File: config.mk
export PLATFORM = sky130hd
export DESIGN_NAME = double_ended_queue_top
export DESIGN_NICKNAME = d
export VERILOG_FILES = /design/src/design/dq_pkg.sv /design/src/design/double_ended_queue_top.sv /design/src/design/dq_ram.sv
export SDC_FILE = /design/constraint.sdc
export NUM_CORES = 1
export LEC_CHECK = 0
export BUFFER_PORTS_ARGS = -buffer_cell sky130_fd_sc_hd__buf_2
export CORE_UTILIZATION = 31
export DETAILED_ROUTE_END_ITERATION = 10
export PLACE_DENSITY = 0.58
export SYNTH_ARGS = -nofsm -noshare
export SYNTH_HDL_FRONTEND = slang
export SYNTH_SLANG_ARGS = --single-unit
File: constraint.sdc
create_clock -name clk -period 4.2 [get_ports clk]
set_clock_uncertainty 0.15 [all_clocks]
set_input_delay 0.63 -clock clk [delete_from_list [all_inputs] [get_ports clk]]
set_output_delay 0.63 -clock clk [all_outputs]
set_load 0.01 [all_outputs]
File: src/design/dq_pkg.sv
package dq_pkg;

    localparam int DEPTH_DEFAULT = 16;
    localparam int VALUE_W       = 32;
    localparam int FUNC_W        = 3;
    localparam int STATUS_W      = 2;

    localparam logic [FUNC_W-1:0] FUNC_PUSH_FRONT = 3'd0;
    localparam logic [FUNC_W-1:0] FUNC_PUSH_BACK  = 3'd1;
    localparam logic [FUNC_W-1:0] FUNC_POP_FRONT  = 3'd2;
    localparam logic [FUNC_W-1:0] FUNC_POP_BACK   = 3'd3;
    localparam logic [FUNC_W-1:0] FUNC_DUMP_FWD   = 3'd4;
    localparam logic [FUNC_W-1:0] FUNC_DUMP_REV   = 3'd5;

    localparam logic [STATUS_W-1:0] STATUS_OK    = 2'd0;
    localparam logic [STATUS_W-1:0] STATUS_EMPTY = 2'd1;
    localparam logic [STATUS_W-1:0] STATUS_FULL  = 2'd2;

    typedef enum logic [1:0] {
        ST_IDLE,
        ST_EXEC,
        ST_DUMP
    } state_t;

endpackage

File: src/design/double_ended_queue_top.sv
// channel   direction  handshake          fields
// input     in         in_valid/in_stall  func, new_value
// output    out        out_valid/out_stall element_value, front_value, back_value,
//                                         occupancy, status, last
//
// push and pop: one word taken in idle, its result word registered from the exec state
// once the output is free; dump of n elements: n result words, one per cycle while out_stall is low.
// the timing follows from the single slot memory and its registered read.
// rst_n clears the front pointer, the count and the cached end values; slots are not cleared.
// in_stall is high while a word is in work; out_stall holds the result register.
module double_ended_queue_top #(
    parameter int DEPTH = dq_pkg::DEPTH_DEFAULT
) (
    input  logic                                clk,
    input  logic                                rst_n,
    input  logic                                in_valid,
    output logic                                in_stall,
    input  logic [dq_pkg::FUNC_W-1:0]           func,
    input  logic signed [dq_pkg::VALUE_W-1:0]   new_value,
    output logic                                out_valid,
    input  logic                                out_stall,
    output logic signed [dq_pkg::VALUE_W-1:0]   element_value,
    output logic signed [dq_pkg::VALUE_W-1:0]   front_value,
    output logic signed [dq_pkg::VALUE_W-1:0]   back_value,
    output logic [$clog2(DEPTH+1)-1:0]          occupancy,
    output logic [dq_pkg::STATUS_W-1:0]         status,
    output logic                                last
);

    localparam int AW = $clog2(DEPTH);
    localparam int CW = $clog2(DEPTH + 1);
    localparam int VW = dq_pkg::VALUE_W;
    localparam int SW = dq_pkg::STATUS_W;
    localparam int FW = dq_pkg::FUNC_W;
    localparam logic [AW:0]   DEPTH_SUM = (AW+1)'(DEPTH);
    localparam logic [AW-1:0] LAST_IDX  = AW'(DEPTH - 1);
    localparam logic [CW-1:0] DEPTH_CNT = CW'(DEPTH);

    function automatic logic [AW-1:0] ring_add(input logic [AW-1:0] base,
                                               input logic [AW-1:0] off);
        logic [AW:0] sum;
        sum = {1'b0, base} + {1'b0, off};
        if (sum >= DEPTH_SUM)
        begin
            sum = sum - DEPTH_SUM;
        end
        return sum[AW-1:0];
    endfunction

    dq_pkg::state_t state_reg, state_next;

    logic [AW-1:0]        fidx_reg, fidx_next;
    logic [CW-1:0]        count_reg, count_next;
    logic [CW-1:0]        idx_reg, idx_next;
    logic signed [VW-1:0] front_reg, front_next;
    logic signed [VW-1:0] back_reg, back_next;
    logic [FW-1:0]        func_reg, func_next;
    logic signed [VW-1:0] val_reg, val_next;
    logic signed [VW-1:0] elem_reg, elem_next;
    logic [SW-1:0]        stat_reg, stat_next;

    logic                 out_valid_reg, out_valid_next;
    logic signed [VW-1:0] out_elem_reg, out_elem_next;
    logic signed [VW-1:0] out_front_reg, out_front_next;
    logic signed [VW-1:0] out_back_reg, out_back_next;
    logic [CW-1:0]        out_occ_reg, out_occ_next;
    logic [SW-1:0]        out_stat_reg, out_stat_next;
    logic                 out_last_reg, out_last_next;

    logic                 accept;
    logic                 out_free;
    logic                 out_load;
    logic                 is_empty;
    logic                 is_full;
    logic                 in_dump;
    logic                 dump_last;
    logic [CW-1:0]        off_cnt;

    logic                 wr_en;
    logic [AW-1:0]        wr_addr;
    logic [VW-1:0]        wr_data;
    logic                 rd_en;
    logic [AW-1:0]        rd_addr;
    logic [VW-1:0]        rd_data;

    dq_ram #(
        .WIDTH (VW),
        .DEPTH (DEPTH)
    ) u_slots (
        .clk     (clk),
        .wr_en   (wr_en),
        .wr_addr (wr_addr),
        .wr_data (wr_data),
        .rd_en   (rd_en),
        .rd_addr (rd_addr),
        .rd_data (rd_data)
    );

    assign in_stall  = (state_reg != dq_pkg::ST_IDLE);
    assign accept    = in_valid && !in_stall;
    assign out_free  = !out_valid_reg || !out_stall;
    assign is_empty  = (count_reg == '0);
    assign is_full   = (count_reg == DEPTH_CNT);
    assign in_dump   = (func == dq_pkg::FUNC_DUMP_FWD) || (func == dq_pkg::FUNC_DUMP_REV);
    assign dump_last = (idx_reg == count_reg - CW'(1));

    // next state
    always_comb
    begin
        state_next = state_reg;
        unique case (state_reg)
            dq_pkg::ST_IDLE:
            begin
                if (accept)
                begin
                    if (in_dump && !is_empty)
                    begin
                        state_next = dq_pkg::ST_DUMP;
                    end
                    else if (func <= dq_pkg::FUNC_DUMP_REV)
                    begin
                        state_next = dq_pkg::ST_EXEC;
                    end
                end
            end
            dq_pkg::ST_EXEC:
            begin
                if (out_free)
                begin
                    state_next = dq_pkg::ST_IDLE;
                end
            end
            dq_pkg::ST_DUMP:
            begin
                if (out_free && dump_last)
                begin
                    state_next = dq_pkg::ST_IDLE;
                end
            end
            default:
            begin
                state_next = dq_pkg::ST_IDLE;
            end
        endcase
    end

    // datapath and memory control
    always_comb
    begin
        fidx_next      = fidx_reg;
        count_next     = count_reg;
        idx_next       = idx_reg;
        front_next     = front_reg;
        back_next      = back_reg;
        func_next      = func_reg;
        val_next       = val_reg;
        elem_next      = elem_reg;
        stat_next      = stat_reg;
        out_load       = 1'b0;
        out_elem_next  = out_elem_reg;
        out_front_next = out_front_reg;
        out_back_next  = out_back_reg;
        out_occ_next   = out_occ_reg;
        out_stat_next  = out_stat_reg;
        out_last_next  = out_last_reg;
        wr_en          = 1'b0;
        wr_addr        = fidx_reg;
        wr_data        = new_value;
        rd_en          = 1'b0;
        rd_addr        = fidx_reg;
        off_cnt        = '0;

        unique case (state_reg)
            dq_pkg::ST_IDLE:
            begin
                if (accept)
                begin
                    func_next = func;
                    val_next  = new_value;
                    elem_next = '0;
                    stat_next = dq_pkg::STATUS_OK;
                    idx_next  = '0;
                    unique case (func)
                        dq_pkg::FUNC_PUSH_FRONT:
                        begin
                            if (is_full)
                            begin
                                stat_next = dq_pkg::STATUS_FULL;
                            end
                            else
                            begin
                                wr_en      = 1'b1;
                                wr_addr    = (fidx_reg == '0) ? LAST_IDX : fidx_reg - AW'(1);
                                fidx_next  = wr_addr;
                                count_next = count_reg + CW'(1);
                            end
                        end
                        dq_pkg::FUNC_PUSH_BACK:
                        begin
                            if (is_full)
                            begin
                                stat_next = dq_pkg::STATUS_FULL;
                            end
                            else
                            begin
                                wr_en      = 1'b1;
                                wr_addr    = ring_add(fidx_reg, count_reg[AW-1:0]);
                                count_next = count_reg + CW'(1);
                            end
                        end
                        dq_pkg::FUNC_POP_FRONT:
                        begin
                            if (is_empty)
                            begin
                                stat_next = dq_pkg::STATUS_EMPTY;
                            end
                            else
                            begin
                                // new front comes from the slot after the old one
                                elem_next  = front_reg;
                                rd_en      = 1'b1;
                                rd_addr    = (fidx_reg == LAST_IDX) ? '0 : fidx_reg + AW'(1);
                                fidx_next  = rd_addr;
                                count_next = count_reg - CW'(1);
                            end
                        end
                        dq_pkg::FUNC_POP_BACK:
                        begin
                            if (is_empty)
                            begin
                                stat_next = dq_pkg::STATUS_EMPTY;
                            end
                            else
                            begin
                                elem_next  = back_reg;
                                off_cnt    = (count_reg >= CW'(2)) ? count_reg - CW'(2) : '0;
                                rd_en      = 1'b1;
                                rd_addr    = ring_add(fidx_reg, off_cnt[AW-1:0]);
                                count_next = count_reg - CW'(1);
                            end
                        end
                        dq_pkg::FUNC_DUMP_FWD, dq_pkg::FUNC_DUMP_REV:
                        begin
                            if (is_empty)
                            begin
                                stat_next = dq_pkg::STATUS_EMPTY;
                            end
                            else
                            begin
                                off_cnt = (func == dq_pkg::FUNC_DUMP_FWD) ? '0
                                          : count_reg - CW'(1);
                                rd_en   = 1'b1;
                                rd_addr = ring_add(fidx_reg, off_cnt[AW-1:0]);
                            end
                        end
                        default:
                        begin
                        end
                    endcase
                end
            end
            dq_pkg::ST_EXEC:
            begin
                if (out_free)
                begin
                    if (stat_reg == dq_pkg::STATUS_OK)
                    begin
                        unique case (func_reg)
                            dq_pkg::FUNC_PUSH_FRONT:
                            begin
                                front_next = val_reg;
                                if (count_reg == CW'(1))
                                begin
                                    back_next = val_reg;
                                end
                            end
                            dq_pkg::FUNC_PUSH_BACK:
                            begin
                                back_next = val_reg;
                                if (count_reg == CW'(1))
                                begin
                                    front_next = val_reg;
                                end
                            end
                            dq_pkg::FUNC_POP_FRONT:
                            begin
                                front_next = is_empty ? '0 : rd_data;
                                if (is_empty)
                                begin
                                    back_next = '0;
                                end
                            end
                            dq_pkg::FUNC_POP_BACK:
                            begin
                                back_next = is_empty ? '0 : rd_data;
                                if (is_empty)
                                begin
                                    front_next = '0;
                                end
                            end
                            default:
                            begin
                            end
                        endcase
                    end
                    out_load       = 1'b1;
                    out_elem_next  = elem_reg;
                    out_front_next = front_next;
                    out_back_next  = back_next;
                    out_occ_next   = count_reg;
                    out_stat_next  = stat_reg;
                    out_last_next  = 1'b1;
                end
            end
            dq_pkg::ST_DUMP:
            begin
                // read data holds while the result register is stalled
                if (out_free)
                begin
                    out_load       = 1'b1;
                    out_elem_next  = rd_data;
                    out_front_next = front_reg;
                    out_back_next  = back_reg;
                    out_occ_next   = count_reg;
                    out_stat_next  = dq_pkg::STATUS_OK;
                    out_last_next  = dump_last;
                    if (!dump_last)
                    begin
                        idx_next = idx_reg + CW'(1);
                        off_cnt  = (func_reg == dq_pkg::FUNC_DUMP_FWD) ? idx_reg + CW'(1)
                                   : count_reg - CW'(2) - idx_reg;
                        rd_en    = 1'b1;
                        rd_addr  = ring_add(fidx_reg, off_cnt[AW-1:0]);
                    end
                end
            end
            default:
            begin
            end
        endcase

        if (out_load)
        begin
            out_valid_next = 1'b1;
        end
        else if (!out_stall)
        begin
            out_valid_next = 1'b0;
        end
        else
        begin
            out_valid_next = out_valid_reg;
        end
    end

    always_ff @(posedge clk or negedge rst_n)
    begin
        if (!rst_n)
        begin
            state_reg     <= dq_pkg::ST_IDLE;
            fidx_reg      <= '0;
            count_reg     <= '0;
            idx_reg       <= '0;
            front_reg     <= '0;
            back_reg      <= '0;
            out_valid_reg <= 1'b0;
        end
        else
        begin
            state_reg     <= state_next;
            fidx_reg      <= fidx_next;
            count_reg     <= count_next;
            idx_reg       <= idx_next;
            front_reg     <= front_next;
            back_reg      <= back_next;
            out_valid_reg <= out_valid_next;
        end
    end

    always_ff @(posedge clk)
    begin
        func_reg      <= func_next;
        val_reg       <= val_next;
        elem_reg      <= elem_next;
        stat_reg      <= stat_next;
        out_elem_reg  <= out_elem_next;
        out_front_reg <= out_front_next;
        out_back_reg  <= out_back_next;
        out_occ_reg   <= out_occ_next;
        out_stat_reg  <= out_stat_next;
        out_last_reg  <= out_last_next;
    end

    assign out_valid     = out_valid_reg;
    assign element_value = out_elem_reg;
    assign front_value   = out_front_reg;
    assign back_value    = out_back_reg;
    assign occupancy     = out_occ_reg;
    assign status        = out_stat_reg;
    assign last          = out_last_reg;

`ifndef SYNTHESIS
    a_count_bound: assert property (@(posedge clk) disable iff (!rst_n)
        count_reg <= DEPTH_CNT)
        else $error("element count above depth");

    a_pop_count: assert property (@(posedge clk) disable iff (!rst_n)
        (accept && !is_empty
         && (func == dq_pkg::FUNC_POP_FRONT || func == dq_pkg::FUNC_POP_BACK))
        |=> (count_reg == $past(count_reg) - CW'(1)))
        else $error("pop did not take one element");

    a_dump_end: assert property (@(posedge clk) disable iff (!rst_n)
        (state_reg == dq_pkg::ST_DUMP && out_load && dump_last)
        |=> (state_reg == dq_pkg::ST_IDLE && out_valid_reg && out_last_reg))
        else $error("dump did not close with a last word");

    a_empty_ends: assert property (@(posedge clk) disable iff (!rst_n)
        is_empty |-> (front_reg == '0 && back_reg == '0) || state_reg != dq_pkg::ST_IDLE)
        else $error("empty queue holds stale end values");
`endif

endmodule

File: src/design/dq_ram.sv
module dq_ram #(
    parameter int WIDTH = dq_pkg::VALUE_W,
    parameter int DEPTH = dq_pkg::DEPTH_DEFAULT
) (
    input  logic                     clk,
    input  logic                     wr_en,
    input  logic [$clog2(DEPTH)-1:0] wr_addr,
    input  logic [WIDTH-1:0]         wr_data,
    input  logic                     rd_en,
    input  logic [$clog2(DEPTH)-1:0] rd_addr,
    output logic [WIDTH-1:0]         rd_data
);

    logic [WIDTH-1:0] mem_reg [DEPTH];
    logic [WIDTH-1:0] rd_data_reg;

    always_ff @(posedge clk)
    begin
        if (wr_en)
        begin
            mem_reg[wr_addr] <= wr_data;
        end
        if (rd_en)
        begin
            rd_data_reg <= mem_reg[rd_addr];
        end
    end

    assign rd_data = rd_data_reg;

endmodule
# After elaboration in Yosys (flattened, before gate mapping)
# Memory sizes are Yosys's and may differ from the RTL's. A register that Yosys moved wholly into a read port is not among the register bits.
# Cells that the tools add are included.
[word_totals]
regBits = 254
latch_bits = 0
ram_bits = 512
romBits = 0
output_inout_bits = 106
n_memories = 1
[op_classes]
n_addsub = 15
multipliers = 0
n_div = 0
order_cmp = 6
eq_ne = 24
shifts = 0
n_mux = 79
n_bitwise = 0
n_reduce_logical = 33
[mem_list]
columns = ["name", "depth", "word_bits", "rd", "rd_clocked_by_memory_dff", "wr", "line_no", "text"]
rows = [
  ["u_slots.mem_reg", 16, 32, 1, 1, 1, "dq_ram.sv:14", "logic [WIDTH-1:0] mem_reg [DEPTH];"],
]
[op_table]
columns = ["op", "n"]
rows = [
  ["$mux 32", 13],
  ["$pmux 32 s2", 4],
  ["$pmux 32 s4", 2],
  ["$mux 4", 19],
  ["$mux 5", 5],
  ["$pmux 4 s2", 3],
  ["$add 4x4->5", 4],
  ["$ge 5x5->1 const B", 4],
  ["$pmux 5 s2", 2],
  ["$sub 4x1->4 const B", 5],
  ["$mux 1", 18],
  ["$mux 2", 7],
  ["$ne 2x2->1 const B", 7],
  ["$eq 3x2->1 const B", 4],
  ["$pmux 4 s3", 1],
  ["$add 5x1->5 const B", 2],
  ["$reduce_bool 2->1", 5],
  ["$eq 3x3->1 const B", 3],
  ["$pmux 2 s2", 2],
  ["$reduce_and 4->1", 2],
  ["$reduce_or 2->1", 4],
  ["$eq 3x1->1 const B", 2],
  ["$logic_not 3->1", 2],
  ["$pmux 2 s3", 1],
  ["25 further kinds", 36],
]

# Depth between registers and ports, before layout
[logic_depth]
ltp_word = 9
mapped_depth = 19
depth_no_buf = 16

# Cells and area by module
# A second synthesis with hierarchy kept.
[unflattened]
cells_unflattened = 2058
hier_area_um2 = 33129.3
[modules_own_cells]
columns = ["module", "instances", "cells_per_inst", "area_per_inst_um2"]
rows = [
  ["dq_ram", 1, 838, 20174.3],
  ["double_ended_queue_top", 1, 1220, 12954.9],
]

# Worst setup path after synthesis
# OpenSTA, ideal clock, no wires.
[synth_path]
path_type = "register to register"
start = "reg state_reg[0]"
end = "reg out_back_reg[0] (netlist: back_value[0]), enable pin"
arrival_ns = 3.837
slack_ns = -0.252
stages_incl_launch_ff = 7
synth_period_minus_slack_ns = 4.452
cell_sequence = "dfrtp_1 inv_1 ha_1 clkbuf_1 buf_1 clkbuf_1 o21a_1"
[synth_between]
elab_chain_cells = 3
word_cells_on_any_way = 6
[synth_lines]
columns = ["element", "line_no", "text"]
rows = [
  ["from (decl)", "double_ended_queue_top.sv:50", "dq_pkg::state_t state_reg, state_next;"],
  ["from (signal assigned)", "double_ended_queue_top.sv:360", "state_reg <= dq_pkg::ST_IDLE;"],
  ["from (signal assigned)", "double_ended_queue_top.sv:370", "state_reg <= state_next;"],
  ["$eq 2x2->1 or $eq 2x1->1 (tied branches)", "double_ended_queue_top.sv:173", "unique case (state_reg)"],
  ["$ne 2x2->1 (no source line) or $reduce_bool 2->1 (tied branches)", "n/a", ""],
  ["$reduce_and 3->1 (no source line) (*)", "n/a", ""],
  ["to (signal assigned)", "double_ended_queue_top.sv:388", "out_back_reg <= out_back_next;"],
  ["to (decl)", "double_ended_queue_top.sv:65", "logic signed [VW-1:0] out_back_reg, out_back_next;"],
]
# Mark *: on every way between the ends. The rest lies on a longest branch, timed or not.
# A chain may end at the register's enable or synchronous reset.

# Worst setup path after layout
[layout_path]
start = "reg count_reg[1]"
end = "reg u_slots.rd_data_reg[16] (netlist: u_slots.rd_data[16]), read port of u_slots.mem_reg (data pin)"
[layout_between]
elab_chain_cells = 9
word_cells_on_any_way = 35
[layout_lines]
columns = ["element", "line_no", "text"]
rows = [
  ["from (decl)", "double_ended_queue_top.sv:53", "logic [CW-1:0] count_reg, count_next;"],
  ["from (signal assigned)", "double_ended_queue_top.sv:372", "count_reg <= count_next;"],
  ["$sub 4x2->4 (tied with other cells)", "double_ended_queue_top.sv:236, double_ended_queue_top.sv:331", ""],
  ["$sub 4x4->4 (tied with other cells)", "double_ended_queue_top.sv:331", ": count_reg - CW'(2) - idx_reg;"],
  ["$mux 4 or $add 4x4->5 (tied branches)", "double_ended_queue_top.sv:330, double_ended_queue_top.sv:42", ""],
  ["$add 4x4->5 (tied with other cells)", "double_ended_queue_top.sv:42", "sum = {1'b0, base} + {1'b0, off};"],
  ["$sub 4x1->4 (tied with other cells)", "double_ended_queue_top.sv:45", "sum = sum - DEPTH_SUM;"],
  ["$mux 4, on equally long branches", "double_ended_queue_top.sv:43, double_ended_queue_top.sv:229, double_ended_queue_top.sv:244", ""],
  ["$mux 4 or $pmux 4 s3 (tied branches)", "double_ended_queue_top.sv:327, double_ended_queue_top.sv:183", ""],
  ["$mux 4, on equally long branches", "double_ended_queue_top.sv:318, double_ended_queue_top.sv:176", ""],
  ["$pmux 4 s2", "double_ended_queue_top.sv:173", ""],
  ["to (decl)", "dq_ram.sv:15", "logic [WIDTH-1:0] rd_data_reg;"],
]
# Parallel ways exist; a longest one is shown, timed or not.

==> flow_metrics.tcl <==
set metrics [dict create \
    status "finished clean" \
    final_cell_mix "717 x edfxtp_1, 479 x mux2i_1, 193 x a22o_1" \
    dr_wl_met2_um 42770 \
    synth_fp_nets 2101 \
    grt_pass1_wl_um 129000 \
    route.top_layer_used "met5" \
    critical_path_class "reg2reg" \
    drc 0 \
    fin_ws_ps 66.81 \
    rows 120 \
    holdPathEnd "u_slots.mem_reg[5][2]" \
    critPathLaunchType "flop" \
    irDropWorstVdd_mv 0.4416 \
    setup_viol 0 \
    synth_cells 2027 \
    layout-drive-gt1-share_pct 20.88 \
    power_leakage_uw 0.01424 \
    synth_top_area_cell "edfxtp_1" \
    met1_length_um 37190 \
    cts_tree "yes" \
    avgSynthCellArea_um2 16.58 \
    ys_types 64 \
    cts.sinks 798 \
    ys_top_cells_by_area "edfxtp_1 64%, mux2i_1 14%, dfrtp_1 6.0%, a22o_1 5.0%, mux2_2 1.2%" \
    final_common_cell "edfxtp_1" \
    largest_reg_flops 512 \
    synth-edff-count 717 \
    htreeDepth 3 \
    arrival_ps 4350 \
    dieArea_um2 109700 \
    min_from "new_value[2]" \
    cp.required_ps 4420 \
    nets 2336 \
    reg2reg_depth 18 \
    drv_cap 0 \
    timing.fmax_mhz 241.9 \
    worstMarginPinSlew_ps 940.7 \
    yosys_warnings 0 \
    core_um2 107200 \
    die_h_um 331.2 \
    cp_max_fo 20 \
    critical_path.startpoint "count_reg[1]" \
    dr.pass1.iters 5 \
    insertion_delay_ps 640 \
    nFillCells 9911 \
    synth_top_area_share_pct 64.08 \
    worst_path_max_delay_cell "fa_1" \
    critPathMostFrequentCell "mux2i_1" \
    clk_pin_slew_worst_paths_ps 60 \
    route.final.wire_length_um 88020 \
    post-route-period-util_pct 98.41 \
    cp-end-kind "flop" \
    async_flop_share_pct 10.15 \
    grtUsageTotal_pct 15.55 \
    cts_buffer_depth 3 \
    synth-main-ff-cell "edfxtp_1" \
    slew_headroom_pct 37.29 \
    hold_depth 1 \
    ios 145 \
    path_cells "inv_2 > ha_2 > nand2b_1 > nor2b_2 > nor2_1 > ha_1 > fa_1 > mux2_2 > o22ai_1 > nand2_1 > o31ai_2 > a21o_1 > nand2_8 > buf_12 > buf_4 > mux2i_1 > mux2i_1 > mux2i_1" \
    via_per_inst 5.134 \
    antenna_found_initial 16 \
    first_global_vias 19430 \
    maxSlewViolCount 0 \
    fin_crit_ps 4133 \
    hold_viol 0 \
    place.gp.congestion 0.8717 \
    critPathMaxStageDelay_ps 460 \
    cts_root_buf "clkbuf_16" \
    cts_buffers 79 \
    fp.dieW_um 331.2 \
    place_hpwl_um 52500 \
    finalPower_uw 29770 \
    start_util_pct 31.34 \
    rrSetupSlack_ps 70 \
    p_per_area_nw_per_um2 745.8 \
    synth.cell_area_um2 33600 \
    synth_seq_cells 798 \
    grt_overflow_total 0 \
    reg2reg_to "u_slots.rd_data[16]" \
    holdCritPathClass "in2reg" \
    pre_cts_ws_ps 12.98 \
    initialDrtViolationCount 1857 \
    wl_met3_um 6292 \
    ys_seq_area_share_pct 70.12 \
    final_antenna_net_count 0 \
    wl_per_cell_um 23.58 \
    area_growth_pct 18.79 \
    grt_max_degree 53 \
    io_buffers 144 \
    vias 19170 \
    rr_startpoint "count_reg[1]" \
]
==> logic make-up (layout without fill, tap and decap cells) <==
logic type | Yosys count | in the layout | synth area share, %
other cells | 0 | 2 | 0
flops | 798 | 798 | 70.12
buf+inv | 138 | 439 | 1.996
xor+xnor | 23 | 23 | 0.5996
fa+ha+maj | 35 | 35 | 1.415
compound gates | 325 | 325 | 7.705
simple gates | 191 | 191 | 2.633
mux | 517 | 517 | 15.54
==> critical path, delay by kind of cell, from the launching register on <==
kind | cells | cell delay, ps
buf+inv | 3 | 520
flops | 1 | 420
mux | 4 | 700
simple gates | 5 | 550
compound gates | 3 | 610
fa+ha+maj | 3 | 880
==> repair_timing <==
action                     CTS  global route
cloned                       0             5
hold endpoints to repair    49             0
pin swaps                    2             8
hold buffers                 1             0
setup endpoints to repair    2            32
resized for setup            1            19
buffers inserted             0            11
==> area by class of cell <==
class                      count  area (um^2)  area share [%]
inverter                      18        71.32          0.1787
multi-input combinational   1091         9653           24.19
clock buffer                  94         2106           5.276
antenna                        2        5.005         0.01254
tap                         1403         1755           4.398
timing repair buffer         274         2221           5.564
clock inverter                53        541.8           1.357
sequential                   798        23560           59.03
==> Yosys cell counts, types with 8 or more instances <==
master,n
a22oi_1,35
edfxtp_1,717
nor2_1,84
ha_1,30
buf_4,26
buf_2,26
nand2b_1,9
nor3_1,10
xnor2_1,17
dfrtp_1,81
inv_1,16
nand3_1,8
mux2i_1,481
o21ai_0,20
clkbuf_1,58
nor2b_1,8
a21oi_1,25
mux2_2,36
nand2_1,42
a22o_1,193
==> layer usage <==
layer / track usage, % / up-vias
li1: - / 8472
met1: 19.93 / 9774
met2: 25.99 / 743
met3: 3.970 / 153
met4: 4.236 / 24
met5: 0 / -
==> power breakdown <==
part	internal, uW	switching [uW]	leakage [uW]	total [uW]
combinational	5110	6410	0.00532	11500
sequential	10300	767	0.00764	11100
clock	4120	3040	0.00128	7160
==> worst max path at each step <==
stage | cells past startpoint | slack [ps] | endpoint
6_report | 18 | 70 | u_slots.rd_data[16]
5_1_grt | 18 | -50 | u_slots.rd_data[16]
4_1_cts | 18 | 9 | u_slots.rd_data[16]
3_5_place_dp | 18 | 10 | u_slots.rd_data[16]
3_3_place_gp | 18 | 70 | u_slots.rd_data[16]
2_1_floorplan | 14 | 220 | u_slots.rd_data[20]
==> per-stage QoR <==
step	TNS, ps	instance area, um^2	instances	hold slack (ps)	util [%]
2_1_floorplan	0	33600	2027	184.4	-
3_3_place_gp	0	36970	3568	349.4	34.48
3_5_place_dp	0	36970	3568	357.9	34.48
4_1_cts	0	39610	3715	191.7	36.95
5_1_grt	-459.5	39910	3732	216.0	37.23
6_report	0	39910	3733	232.0	37.23
Power figures use the tool's default switching activity.
